==> src/hw/rtl/qwbd_pkg.sv <==
// ----------------------------------------------------------------------------
// qwbd_pkg
// Shared types and constants of the quantized weight block dequantizer.
// ----------------------------------------------------------------------------
package qwbd_pkg;

    typedef struct packed {
        logic       sign;
        logic [7:0] exp;
        logic [22:0] frac;
    } t_fp32;

    typedef enum logic [1:0] {
        FMT_TQ2 = 2'd0,
        FMT_Q4K = 2'd1,
        FMT_Q6K = 2'd2,
        FMT_NONE = 2'd3
    } t_fmt;

    localparam int unsigned BUF_BYTES = 210;
    localparam logic [7:0]  EXP_MAX   = 8'hFF;
    localparam logic [31:0] CANON_NAN = 32'h7FC0_0000;

endpackage

==> src/hw/rtl/qwbd_mem.sv <==
// ----------------------------------------------------------------------------
// qwbd_mem
// Block byte buffer: one write port, one read port with registered data.
// ----------------------------------------------------------------------------
module qwbd_mem (
    input  logic       i_clk,
    input  logic       i_we,
    input  logic [7:0] i_waddr,
    input  logic [7:0] i_wdata,
    input  logic [7:0] i_raddr,
    output logic [7:0] o_rdata
);

    logic [7:0] mem [qwbd_pkg::BUF_BYTES];
    logic [7:0] r_rdata;

    always_ff @(posedge i_clk) begin
        if (i_we) begin
            mem[i_waddr] <= i_wdata;
        end
        r_rdata <= mem[i_raddr];
    end

    assign o_rdata = r_rdata;

endmodule

==> src/hw/rtl/qwbd_fmul.sv <==
// ----------------------------------------------------------------------------
// qwbd_fmul
// Single precision value times a small signed integer, rounded to nearest
// even. Operands are zero, normal, infinity or NaN.
// ----------------------------------------------------------------------------
module qwbd_fmul (
    input  qwbd_pkg::t_fp32    i_a,
    input  logic signed [8:0]  i_n,
    output qwbd_pkg::t_fp32    o_p
);

    always_comb begin
        logic        neg;
        logic [8:0]  nabs;
        logic [7:0]  nmag;
        logic [31:0] prod;
        logic [31:0] sh;
        logic [3:0]  s;
        logic [23:0] mant;
        logic        rnd;
        logic [24:0] m25;
        logic [9:0]  e10;
        neg  = i_n[8];
        nabs = neg ? 9'(-i_n) : 9'(i_n);
        nmag = nabs[7:0];
        prod = 32'({1'b1, i_a.frac}) * 32'(nmag);
        s = 4'd0;
        for (int i = 0; i < 9; i++) begin
            if (prod[23 + i]) begin
                s = 4'(i);
            end
        end
        sh   = prod << (4'd8 - s);
        mant = sh[31:8];
        rnd  = sh[7] & ((|sh[6:0]) | sh[8]);
        m25  = {1'b0, mant} + 25'(rnd);
        e10  = 10'(i_a.exp) + 10'(s) + 10'(m25[24]);
        o_p.sign = i_a.sign ^ neg;
        o_p.exp  = e10[7:0];
        o_p.frac = m25[24] ? 23'd0 : m25[22:0];
        if (e10 >= 10'(qwbd_pkg::EXP_MAX)) begin
            o_p.exp  = qwbd_pkg::EXP_MAX;
            o_p.frac = 23'd0;
        end
        if (i_a.exp == qwbd_pkg::EXP_MAX) begin
            if (i_a.frac != 23'd0 || nmag == 8'd0) begin
                o_p = qwbd_pkg::CANON_NAN;
            end else begin
                o_p.exp  = qwbd_pkg::EXP_MAX;
                o_p.frac = 23'd0;
            end
        end else if (i_a.exp == 8'd0 || nmag == 8'd0) begin
            o_p.exp  = 8'd0;
            o_p.frac = 23'd0;
        end
    end

endmodule

==> src/hw/rtl/qwbd_fadd.sv <==
// ----------------------------------------------------------------------------
// qwbd_fadd
// Two-stage single precision adder, round to nearest even. Stage one
// aligns, stage two adds, normalizes and rounds.
// ----------------------------------------------------------------------------
module qwbd_fadd (
    input  logic            i_clk,
    input  qwbd_pkg::t_fp32 i_a,
    input  qwbd_pkg::t_fp32 i_b,
    output qwbd_pkg::t_fp32 o_sum
);

    logic            r_sign;
    logic [7:0]      r_exp;
    logic [26:0]     r_ma;
    logic [26:0]     r_mb;
    logic            r_sub;
    logic            r_spec;
    qwbd_pkg::t_fp32 r_spec_val;
    qwbd_pkg::t_fp32 r_sum;

    always_ff @(posedge i_clk) begin
        qwbd_pkg::t_fp32 big;
        qwbd_pkg::t_fp32 sml;
        logic [7:0]  d;
        logic [53:0] ext;
        logic        a_nan;
        logic        b_nan;
        logic        a_inf;
        logic        b_inf;
        logic        a_zero;
        logic        b_zero;
        logic        spec;
        qwbd_pkg::t_fp32 spec_val;
        a_nan  = (i_a.exp == qwbd_pkg::EXP_MAX) && (i_a.frac != 23'd0);
        b_nan  = (i_b.exp == qwbd_pkg::EXP_MAX) && (i_b.frac != 23'd0);
        a_inf  = (i_a.exp == qwbd_pkg::EXP_MAX) && (i_a.frac == 23'd0);
        b_inf  = (i_b.exp == qwbd_pkg::EXP_MAX) && (i_b.frac == 23'd0);
        a_zero = (i_a.exp == 8'd0);
        b_zero = (i_b.exp == 8'd0);
        if ({i_a.exp, i_a.frac} >= {i_b.exp, i_b.frac}) begin
            big = i_a;
            sml = i_b;
        end else begin
            big = i_b;
            sml = i_a;
        end
        d   = big.exp - sml.exp;
        ext = {1'b1, sml.frac, 3'b000, 27'd0} >> d;
        r_sign <= big.sign;
        r_exp  <= big.exp;
        r_ma   <= {1'b1, big.frac, 3'b000};
        r_sub  <= i_a.sign ^ i_b.sign;
        if (d >= 8'd27) begin
            r_mb <= 27'd1;
        end else begin
            r_mb <= {ext[53:28], ext[27] | (|ext[26:0])};
        end
        spec     = 1'b1;
        spec_val = qwbd_pkg::CANON_NAN;
        if (a_nan || b_nan || (a_inf && b_inf && (i_a.sign != i_b.sign))) begin
            spec_val = qwbd_pkg::CANON_NAN;
        end else if (a_inf) begin
            spec_val = i_a;
        end else if (b_inf) begin
            spec_val = i_b;
        end else if (a_zero && b_zero) begin
            spec_val = {i_a.sign & i_b.sign, 31'd0};
        end else if (a_zero) begin
            spec_val = i_b;
        end else if (b_zero) begin
            spec_val = i_a;
        end else begin
            spec = 1'b0;
        end
        r_spec     <= spec;
        r_spec_val <= spec_val;
    end

    always_ff @(posedge i_clk) begin
        logic [27:0] sum;
        logic [26:0] n;
        logic [4:0]  lead;
        logic [4:0]  lz;
        logic        rnd;
        logic [24:0] m25;
        logic [9:0]  e10;
        qwbd_pkg::t_fp32 res;
        sum = r_sub ? (28'(r_ma) - 28'(r_mb)) : (28'(r_ma) + 28'(r_mb));
        lead = 5'd0;
        for (int i = 0; i < 27; i++) begin
            if (sum[i]) begin
                lead = 5'(i);
            end
        end
        lz = 5'd26 - lead;
        if (sum[27]) begin
            n   = {sum[27:2], sum[1] | sum[0]};
            e10 = 10'(r_exp) + 10'd1;
        end else begin
            n   = sum[26:0] << lz;
            e10 = 10'(r_exp) - 10'(lz);
        end
        rnd = n[2] & (n[1] | n[0] | n[3]);
        m25 = {1'b0, n[26:3]} + 25'(rnd);
        e10 = e10 + 10'(m25[24]);
        res.sign = r_sign;
        res.exp  = e10[7:0];
        res.frac = m25[24] ? 23'd0 : m25[22:0];
        if (r_spec) begin
            res = r_spec_val;
        end else if (sum == 28'd0) begin
            res = 32'd0;
        end else if (e10 >= 10'(qwbd_pkg::EXP_MAX)) begin
            res = {r_sign, qwbd_pkg::EXP_MAX, 23'd0};
        end
        r_sum <= res;
    end

    assign o_sum = r_sum;

endmodule

==> src/hw/rtl/quantized_weight_block_dequantizer.sv <==
// ----------------------------------------------------------------------------
// quantized_weight_block_dequantizer
// Byte buffer for one quantized weight block with an fp32 element decoder.
// ----------------------------------------------------------------------------
// Input channel (i_valid / o_stall): operation 0 writes i_byte_value to
// buffer position i_byte_index (positions 210 and up are dropped);
// operation 1 decodes element i_element_index by the selected format.
// Output channel (o_valid / i_stall): one fp32 bit pattern per read.
// Config channel (i_cfg_valid / o_cfg_ready): block format, write when idle.
// Writes stream at one per cycle while no read is in progress.
// A read is decoded from eight serial byte reads of the buffer's one
// read port, then the multiply and, for Q4_K, add steps; no new item
// is taken until its result sits in the output register.
// The next item is taken while a result waits in the output register.
// If the receiver stalls with a result held, a second read finishes its
// decode and then waits until the output register frees up.
// Reset clears control state and selects TQ2_0; buffer contents are
// undefined until written.
// ----------------------------------------------------------------------------
module quantized_weight_block_dequantizer (
    input  logic        i_clk,
    input  logic        i_rst_n,
    input  logic        i_valid,
    output logic        o_stall,
    input  logic        i_operation,
    input  logic [7:0]  i_byte_index,
    input  logic [7:0]  i_byte_value,
    input  logic [7:0]  i_element_index,
    output logic        o_valid,
    input  logic        i_stall,
    output logic [31:0] o_value_bits,
    input  logic        i_cfg_valid,
    output logic        o_cfg_ready,
    input  logic [1:0]  i_cfg_data
);

    typedef enum logic [6:0] {
        S_IDLE = 7'b0000001,
        S_READ = 7'b0000010,
        S_MUL  = 7'b0000100,
        S_ADD0 = 7'b0001000,
        S_ADD1 = 7'b0010000,
        S_ADD2 = 7'b0100000,
        S_OUT  = 7'b1000000
    } t_state;

    t_state          r_state;
    logic [1:0]      r_fmt;
    logic [7:0]      r_elem;
    logic [3:0]      r_cnt;
    logic [1:0]      r_mstep;
    logic [7:0]      r_byte [8];
    qwbd_pkg::t_fp32 r_x;
    qwbd_pkg::t_fp32 r_y;
    logic            r_ovalid;
    logic [31:0]     r_out;

    logic            in_xfer;
    logic            mem_we;
    logic [7:0]      mem_raddr;
    logic [7:0]      mem_rdata;
    qwbd_pkg::t_fp32 mul_a;
    logic signed [8:0] mul_n;
    qwbd_pkg::t_fp32 mul_p;
    qwbd_pkg::t_fp32 add_sum;
    qwbd_pkg::t_fp32 h_d;
    qwbd_pkg::t_fp32 h_dmin;
    logic [2:0]      j;
    logic [5:0]      q4_sc;
    logic [5:0]      q4_mn;
    logic [3:0]      q4_q;
    logic [1:0]      tq_q;
    logic [3:0]      q6_lo;
    logic [1:0]      q6_hi;
    logic [1:0]      last_step;
    logic            out_free;

    function automatic qwbd_pkg::t_fp32 half_to_single(input logic [15:0] h);
        logic [4:0]  ex;
        logic [9:0]  man;
        logic [3:0]  p;
        logic [10:0] sh;
        qwbd_pkg::t_fp32 r;
        ex  = h[14:10];
        man = h[9:0];
        p   = 4'd0;
        for (int i = 0; i < 10; i++) begin
            if (man[i]) begin
                p = 4'(i);
            end
        end
        sh     = 11'(man) << (4'd10 - p);
        r.sign = h[15];
        if (ex == 5'd0) begin
            if (man == 10'd0) begin
                r.exp  = 8'd0;
                r.frac = 23'd0;
            end else begin
                r.exp  = 8'd103 + 8'(p);
                r.frac = {sh[9:0], 13'd0};
            end
        end else if (ex == 5'h1F) begin
            r.exp  = qwbd_pkg::EXP_MAX;
            r.frac = {man, 13'd0};
        end else begin
            r.exp  = 8'(ex) + 8'd112;
            r.frac = {man, 13'd0};
        end
        return r;
    endfunction

    assign in_xfer     = i_valid && !o_stall;
    assign o_stall     = (r_state != S_IDLE);
    assign o_cfg_ready = 1'b1;
    assign mem_we      = in_xfer && !i_operation && (i_byte_index < 8'(qwbd_pkg::BUF_BYTES));
    assign out_free    = !r_ovalid || !i_stall;
    assign o_valid      = r_ovalid;
    assign o_value_bits = r_out;

    qwbd_mem u_mem (
        .i_clk   (i_clk),
        .i_we    (mem_we),
        .i_waddr (i_byte_index),
        .i_wdata (i_byte_value),
        .i_raddr (mem_raddr),
        .o_rdata (mem_rdata)
    );

    always_comb begin
        mem_raddr = 8'd0;
        case (r_fmt)
            qwbd_pkg::FMT_TQ2: begin
                case (r_cnt)
                    4'd0:    mem_raddr = 8'({r_elem[7], r_elem[4:0]});
                    4'd1:    mem_raddr = 8'd64;
                    4'd2:    mem_raddr = 8'd65;
                    default: mem_raddr = 8'd0;
                endcase
            end
            qwbd_pkg::FMT_Q4K: begin
                case (r_cnt)
                    4'd0:    mem_raddr = 8'd16 + 8'({r_elem[7:6], r_elem[4:0]});
                    4'd1:    mem_raddr = 8'd0;
                    4'd2:    mem_raddr = 8'd1;
                    4'd3:    mem_raddr = 8'd2;
                    4'd4:    mem_raddr = 8'd3;
                    4'd5:    mem_raddr = 8'd4 + 8'(r_elem[7:5]);
                    4'd6:    mem_raddr = 8'd8 + 8'(r_elem[7:5]);
                    4'd7:    mem_raddr = 8'(r_elem[7:5]);
                    default: mem_raddr = 8'd0;
                endcase
            end
            qwbd_pkg::FMT_Q6K: begin
                case (r_cnt)
                    4'd0:    mem_raddr = 8'({r_elem[7], r_elem[5], r_elem[4:0]});
                    4'd1:    mem_raddr = 8'd128 + 8'({r_elem[7], r_elem[4:0]});
                    4'd2:    mem_raddr = 8'd192 + 8'(r_elem[7:4]);
                    4'd3:    mem_raddr = 8'd208;
                    4'd4:    mem_raddr = 8'd209;
                    default: mem_raddr = 8'd0;
                endcase
            end
            default: mem_raddr = 8'd0;
        endcase
    end

    // operand decode from captured bytes
    always_comb begin
        h_d    = half_to_single((r_fmt == qwbd_pkg::FMT_Q6K) ? {r_byte[4], r_byte[3]}
                                                             : {r_byte[2], r_byte[1]});
        h_dmin = half_to_single({r_byte[4], r_byte[3]});
        j      = r_elem[7:5];
        tq_q   = 2'(r_byte[0] >> {r_elem[6:5], 1'b0});
        q4_q   = r_elem[5] ? r_byte[0][7:4] : r_byte[0][3:0];
        if (!j[2]) begin
            q4_sc = r_byte[5][5:0];
            q4_mn = r_byte[6][5:0];
        end else begin
            q4_sc = {r_byte[7][7:6], r_byte[6][3:0]};
            q4_mn = {r_byte[5][7:6], r_byte[6][7:4]};
        end
        q6_lo = r_elem[6] ? r_byte[0][7:4] : r_byte[0][3:0];
        q6_hi = 2'(r_byte[1] >> {r_elem[6:5], 1'b0});
    end

    always_comb begin
        mul_a     = h_d;
        mul_n     = 9'sd0;
        last_step = 2'd0;
        case (r_fmt)
            qwbd_pkg::FMT_TQ2: begin
                mul_n = $signed(9'(tq_q)) - 9'sd1;
            end
            qwbd_pkg::FMT_Q4K: begin
                last_step = 2'd2;
                case (r_mstep)
                    2'd0: mul_n = $signed(9'(q4_sc));
                    2'd1: begin
                        mul_a = h_dmin;
                        mul_n = $signed(9'(q4_mn));
                    end
                    default: begin
                        mul_a = r_x;
                        mul_n = $signed(9'(q4_q));
                    end
                endcase
            end
            qwbd_pkg::FMT_Q6K: begin
                last_step = 2'd1;
                if (r_mstep == 2'd0) begin
                    mul_n = $signed({r_byte[2][7], r_byte[2]});
                end else begin
                    mul_a = r_x;
                    mul_n = $signed(9'({q6_hi, q6_lo})) - 9'sd32;
                end
            end
            default: mul_n = 9'sd0;
        endcase
    end

    qwbd_fmul u_fmul (
        .i_a (mul_a),
        .i_n (mul_n),
        .o_p (mul_p)
    );

    qwbd_fadd u_fadd (
        .i_clk (i_clk),
        .i_a   (r_x),
        .i_b   ({~r_y.sign, r_y.exp, r_y.frac}),
        .o_sum (add_sum)
    );

    always_ff @(posedge i_clk) begin
        if (!i_rst_n) begin
            r_state  <= S_IDLE;
            r_fmt    <= qwbd_pkg::FMT_TQ2;
            r_cnt    <= 4'd0;
            r_mstep  <= 2'd0;
            r_ovalid <= 1'b0;
        end else begin
            if (i_cfg_valid && o_cfg_ready) begin
                r_fmt <= i_cfg_data;
            end
            if (r_state == S_OUT && out_free) begin
                r_ovalid <= 1'b1;
            end else if (!i_stall) begin
                r_ovalid <= 1'b0;
            end
            unique case (r_state)
                S_IDLE: begin
                    if (in_xfer && i_operation) begin
                        r_elem  <= i_element_index;
                        r_cnt   <= 4'd0;
                        r_state <= S_READ;
                    end
                end
                S_READ: begin
                    if (r_cnt != 4'd0) begin
                        r_byte[3'(r_cnt - 4'd1)] <= mem_rdata;
                    end
                    r_cnt <= r_cnt + 4'd1;
                    if (r_cnt == 4'd8) begin
                        r_mstep <= 2'd0;
                        if (r_fmt == qwbd_pkg::FMT_NONE) begin
                            r_x     <= 32'd0;
                            r_state <= S_OUT;
                        end else begin
                            r_state <= S_MUL;
                        end
                    end
                end
                S_MUL: begin
                    if (r_fmt == qwbd_pkg::FMT_Q4K && r_mstep == 2'd1) begin
                        r_y <= mul_p;
                    end else begin
                        r_x <= mul_p;
                    end
                    r_mstep <= r_mstep + 2'd1;
                    if (r_mstep == last_step) begin
                        r_state <= (r_fmt == qwbd_pkg::FMT_Q4K) ? S_ADD0 : S_OUT;
                    end
                end
                S_ADD0: r_state <= S_ADD1;
                S_ADD1: r_state <= S_ADD2;
                S_ADD2: begin
                    r_x     <= add_sum;
                    r_state <= S_OUT;
                end
                S_OUT: begin
                    if (out_free) begin
                        if (r_x.exp == qwbd_pkg::EXP_MAX && r_x.frac != 23'd0) begin
                            r_out <= qwbd_pkg::CANON_NAN;
                        end else begin
                            r_out <= r_x;
                        end
                        r_state  <= S_IDLE;
                    end
                end
                default: r_state <= S_IDLE;
            endcase
        end
    end

    a_read_starts: assert property (@(posedge i_clk) disable iff (!i_rst_n)
        (in_xfer && i_operation) |=> (r_state == S_READ && r_cnt == 4'd0))
        else $error("read transfer did not start buffer reads");

    a_write_stays_idle: assert property (@(posedge i_clk) disable iff (!i_rst_n)
        (in_xfer && !i_operation) |=> (r_state == S_IDLE))
        else $error("write transfer left idle");

    a_out_waits: assert property (@(posedge i_clk) disable iff (!i_rst_n)
        (r_state == S_OUT && r_ovalid && i_stall) |=> (r_state == S_OUT && r_ovalid))
        else $error("result dropped while output held");

    a_cnt_bound: assert property (@(posedge i_clk) disable iff (!i_rst_n)
        (r_state == S_READ) |-> (r_cnt <= 4'd8))
        else $error("read counter overrun");

endmodule
==> config.mk <==
export PLATFORM = sky130hd
export DESIGN_NAME = quantized_weight_block_dequantizer
export DESIGN_NICKNAME = d
export VERILOG_FILES = /design/src/hw/rtl/qwbd_pkg.sv /design/src/hw/rtl/qwbd_mem.sv /design/src/hw/rtl/qwbd_fmul.sv /design/src/hw/rtl/qwbd_fadd.sv /design/src/hw/rtl/quantized_weight_block_dequantizer.sv
export SDC_FILE = /design/constraint.sdc
export NUM_CORES = 2
export LEC_CHECK = 0
export BUFFER_PORTS_ARGS = -buffer_cell sky130_fd_sc_hd__clkbuf_2
export CORE_UTILIZATION = 40
export CTS_BUF_LIST = sky130_fd_sc_hd__clkbuf_8
export DETAILED_ROUTE_END_ITERATION = 7
export MAX_ROUTING_LAYER = met4
export PLACE_DENSITY_LB_ADDON = 0.05
export SLEW_MARGIN = 25
export SYNTH_ARGS = -nofsm -noshare
export SYNTH_HDL_FRONTEND = slang
export SYNTH_HIERARCHICAL = 1
export SYNTH_SLANG_ARGS = --single-unit
export TNS_END_PERCENT = 5
==> constraint.sdc <==
create_clock -name i_clk -period 14.1 [get_ports i_clk]
set_input_delay 0.705 -clock i_clk [delete_from_list [all_inputs] [get_ports i_clk]]
set_output_delay 0.705 -clock i_clk [all_outputs]
set_load 0.05 [all_outputs]
==> flow_metrics.py <==
metrics = {
    "pwr": {
        "power.leakage_nw": 37.2,
        "max_vdd_drop_v": 0.000485,
        "areal_power_density_over_the_cells_nw_per_um2": 203,
    },
    "drt": {
        "drt_drc_violations_left": 0,
        "drt_first_pass_iters": 6,
        "routed-via-count": 63826,
        "initialDrtViolationCount": 5668,
        "routedWlPerCell_um": 29.6,
        "post_drt_via_cell_ratio": 5.92,
        "wl_um": 320000,
        "remaining_number_of_nets_flagged_by_the_antenna_check_after_routing": 0,
    },
    "setup_path": {
        "crit_arrival_ps": 14160,
        "setup.worst_path.start_class": "flop",
        "timing.critical_path.to_type": "flop",
        "slowest_stage": "a2111o_4",
        "regToRegSetupSlack_ps": 740,
        "timing_worst_setup_path_type": "flop to flop",
        "reg2reg_from": "r_fmt[0]$_SDFFE_PN0P_",
        "number_of_buffers_and_inverters_on_the_critical_path": 8,
        "critPathTopFamily": "compound AO/OA/AOI/OAI gates",
        "max_stage_delay_ps": 600,
        "required_ps": 14900,
        "worstPathMaxFanout": 14,
        "path_common_cell": "fa_1",
        "cp-startpoint": "r_fmt[0]$_SDFFE_PN0P_",
    },
    "yosys": {
        "syn_area_um2": 98700,
        "synth_simple_gate_area_share_pct": 9.21,
        "synth_async_sr_flop_share_pct": 0,
        "synth.net_count": 7376,
        "synth_top_area_cell": "edfxtp_1",
        "synth.distinct_cells": 145,
        "ys.warnings.count": 6,
        "synthTopCellsByCount": "1842 x edfxtp_1, 481 x nor2_1, 457 x nand2_1, 387 x mux4_2, 295 x a21oi_1",
        "synth_compound_area_share_pct": 10.0,
        "fraction_of_synthesized_cell_area_taken_by_the_top_area_cell_type_pct": 56.0,
        "synth-seq-area-share_pct": 59.1,
        "dominantRegCellSynth": "edfxtp_1",
        "post_synth_mux_area_share_pct": 12.3,
        "syn-mean-instance-area_um2": 14.0,
        "netlist_top_cells_area": "edfxtp_1 56%, mux4_2 8.8%, dfxtp_1 3.0%",
        "netlist_instances": 7042,
        "synth_xor_area_share_pct": 1.18,
        "edff_count_synth": 1842,
        "most_used_standard_cell_by_instance_count_after_synthesis": "edfxtp_1",
        "adder_and_majority_cell_fraction_of_the_synthesized_area_pct": 4.86,
        "combinational_family_with_the_most_area_after_synthesis": "multiplexers",
        "yosys_register_bits": 1991,
    },
    "job": {
        "timing.max_cap.violations": 0,
    },
    "floorplan": {
        "die-area_um2": 249000,
        "fp.dieH_um": 499,
        "floorplan_core_area_um2": 246000,
        "floorplan.initialDensity_pct": 40.2,
        "die_w_um": 499,
        "io_pins": 67,
        "row_count": 182,
    },
    "finish": {
        "stdcell_count": 10785,
        "n_fill_cell": 22127,
        "finish.utilization_pct": 44.6,
        "area.growth.synth_to_final_pct": 11.1,
        "post_route_cells_drive_above_1_share_pct": 18.2,
        "num-nets-final": 7643,
    },
    "timing": {
        "setup_violating_endpoint_count_in_the_final_report": 0,
        "clock.fmax_mhz": 74.9,
        "fin_worst_skew_ps": 82.8,
        "relSlewSlack_pct": 26.0,
        "postLayoutSetupSlackWorst_ps": 742,
        "period_needed_ps": 13360,
        "period_utilization_pct": 94.7,
        "worst_pin_slew_ps": 1100,
        "final_hold_viol_count": 0,
        "rsz0062_at_grt": "no",
        "slew_viol_final": 0,
    },
    "clock_network": {
        "tritoncts_clock_tree": "built",
        "clock_sink_count": 1991,
        "cts_inserted_buffers": 357,
        "clockBufferDepth": 4,
        "ctsRootBufferMaster": "clkbuf_8",
        "clkTransAtPathRegs_ps": 60,
        "cts.htree.levels": 5,
        "clock_insertion_delay_worst_skew_ps": 1050,
    },
    "global_routing": {
        "first_global_vias": 63894,
        "busiest_layer": "met2",
        "met3_usage_pct": 3.21,
        "global_route.overflow_total": 0,
        "global_route_wire_length_before_repair_um": 461000,
        "antenna_violations_before_repair": 15,
        "grt.total_usage_pct": 26.1,
        "gr-usage-met2_pct": 42.3,
        "grt_start_max_net_pins": 112,
        "met1_routing_resource_usage_after_global_routing_pct": 34.0,
    },
    "worst_hold_path": {
        "hp-class": "input port to flop",
        "holdCritStartpoint": "i_byte_value[4]",
    },
    "place": {
        "dpl.hpwl_um": 216000,
        "dp_worst_setup_slack_ps": 43.0,
        "placedCellCount": 10155,
        "placer_s_final_routability_congestion_estimate": 0.919,
        "port_buffers": 65,
    },
    "status": {
        "run_status": "finished, final reports clean",
    },
}
## report_power, final
| part | leakage [nW] | switching [mW] | total, mW | internal, mW |
|---|---|---|---|---|
| Combinational | 15.8 | 6.63 | 10.6 | 3.99 |
| Sequential | 17.8 | 0.0779 | 6.77 | 6.70 |
| Clock | 3.60 | 2.35 | 4.88 | 2.53 |
| Total | 37.2 | 9.06 | 22.3 | 13.2 |
## layout make-up
class	count	area, um^2	area share [%]
clock buffer	379	5220	4.76
inverter	246	928	0.847
antenna	5	12.5	0.0114
sequential	1991	58300	53.2
multi-input combinational	4378	37600	34.3
clock inverter	231	1050	0.955
timing repair buffer	335	2570	2.34
tap	3220	4030	3.67
## cells in the final DEF, fill, tap and decap left out, types with 28 or more instances in the layout
master    netlist  routed
dfxtp_1       149     149
o22ai_1        62      62
fa_1          136     136
o211ai_1       62      62
nor4_1         67      62
inv_1         235     338
clkinv_1        2      88
o21ai_1        26      29
o221ai_1       37      37
a21oi_1       295     287
buf_4          29     247
a31oi_1        55      55
mux4_2        387     387
and2_1        186     186
o21ai_0       220     216
nor2b_1        87      86
nand2b_1       45      45
a21o_1         42      42
nand2_1       457     444
nor3_1        125     116
clkbuf_2        1      57
nor2_1        481     475
a211oi_1       63      62
edfxtp_1     1842    1842
clkbuf_8        0     383
nand3_1       110     107
mux2_2         28      28
and3_1         30      30
a22oi_1       138     137
ha_1          166     165
nand4_1        68      68
a22o_1         48      48
xor2_1         53      51
o31ai_1        44      40
mux2i_1       284     283
xnor2_1        73      64
## metrics by stage
| step | setup TNS, ps | cell area [um^2] | power, mW | hold WS (ps) |
|---|---|---|---|---|
| 2_1_floorplan | 0 | 98700 | 13.4 | 401 |
| 3_3_place_gp | -16.2 | 103000 | 17.4 | 425 |
| 3_5_place_dp | 0 | 103000 | 17.3 | 418 |
| 4_1_cts | 0 | 109000 | 22.3 | 27.3 |
| 5_1_grt | 0 | 110000 | 23.3 | 47.3 |
| 6_report | 0 | 110000 | 22.3 | 106 |
## worst register-to-register path, delay by kind of cell (launching register included)
family | cells | cell delay, ps
compound gates | 18 | 4480
xor+xnor | 1 | 100
fa+ha+maj | 10 | 4240
buf+inv | 8 | 1340
flops | 1 | 380
mux | 1 | 310
simple gates | 12 | 2250
## final timing paths
check / end / cells past startpoint
worst max-delay path: r_x[2]$_SDFFCE_PN0P_ / 50
worst min-delay path: u_mem/mem[116][4]$_DFFE_PP_ / 1
worst max register to register: r_x[2]$_SDFFCE_PN0P_ / 50
worst min register to register: u_fadd/o_sum[11]$_DFF_P_ / 2
## flip-flops by register name, summed over array words and instances, names as in the netlist
register	flops
u_fadd/r_mb	27
r_cnt	4
o_value_bits	32
u_fadd/r_exp	8
u_fadd/o_sum	32
u_mem/o_rdata	8
o_valid	1
u_fadd/r_ma	23
r_byte	58
r_fmt	2
r_state	7
u_fadd/r_spec	1
u_mem/mem	1680
u_fadd/r_spec_val	32
u_fadd/r_sign	1
r_mstep	2
r_y	32
r_elem	8
r_x	32
u_fadd/r_sub	1
## metal layers
layer,wire length [um],part of all wire (%)
met1,137000,43
met2,156000,49
met3,15600,4.9
met4,11600,3.6
met5,0,0
## cell families after synthesis
kind of cell | Yosys count
AOI/OAI and AO/OA | 1416
DFF | 1991
other | 1
adders and majority gates | 302
muxes | 714
buffers and inverters | 673
and+or+nand+nor | 1816
xor gates and xnor gates | 129
## repair_timing
action                                 4_1_cts  5_1_grt
endpoints found under the hold margin       25        0
setup buffers                                0        1
pin swaps                                    0        2
setup endpoints to repair                    1       48
hold buffers                                13        0
gates resized for setup                      1       24
gates cloned                                 0        1
Note: power is estimated with default switching activity, not from simulation.
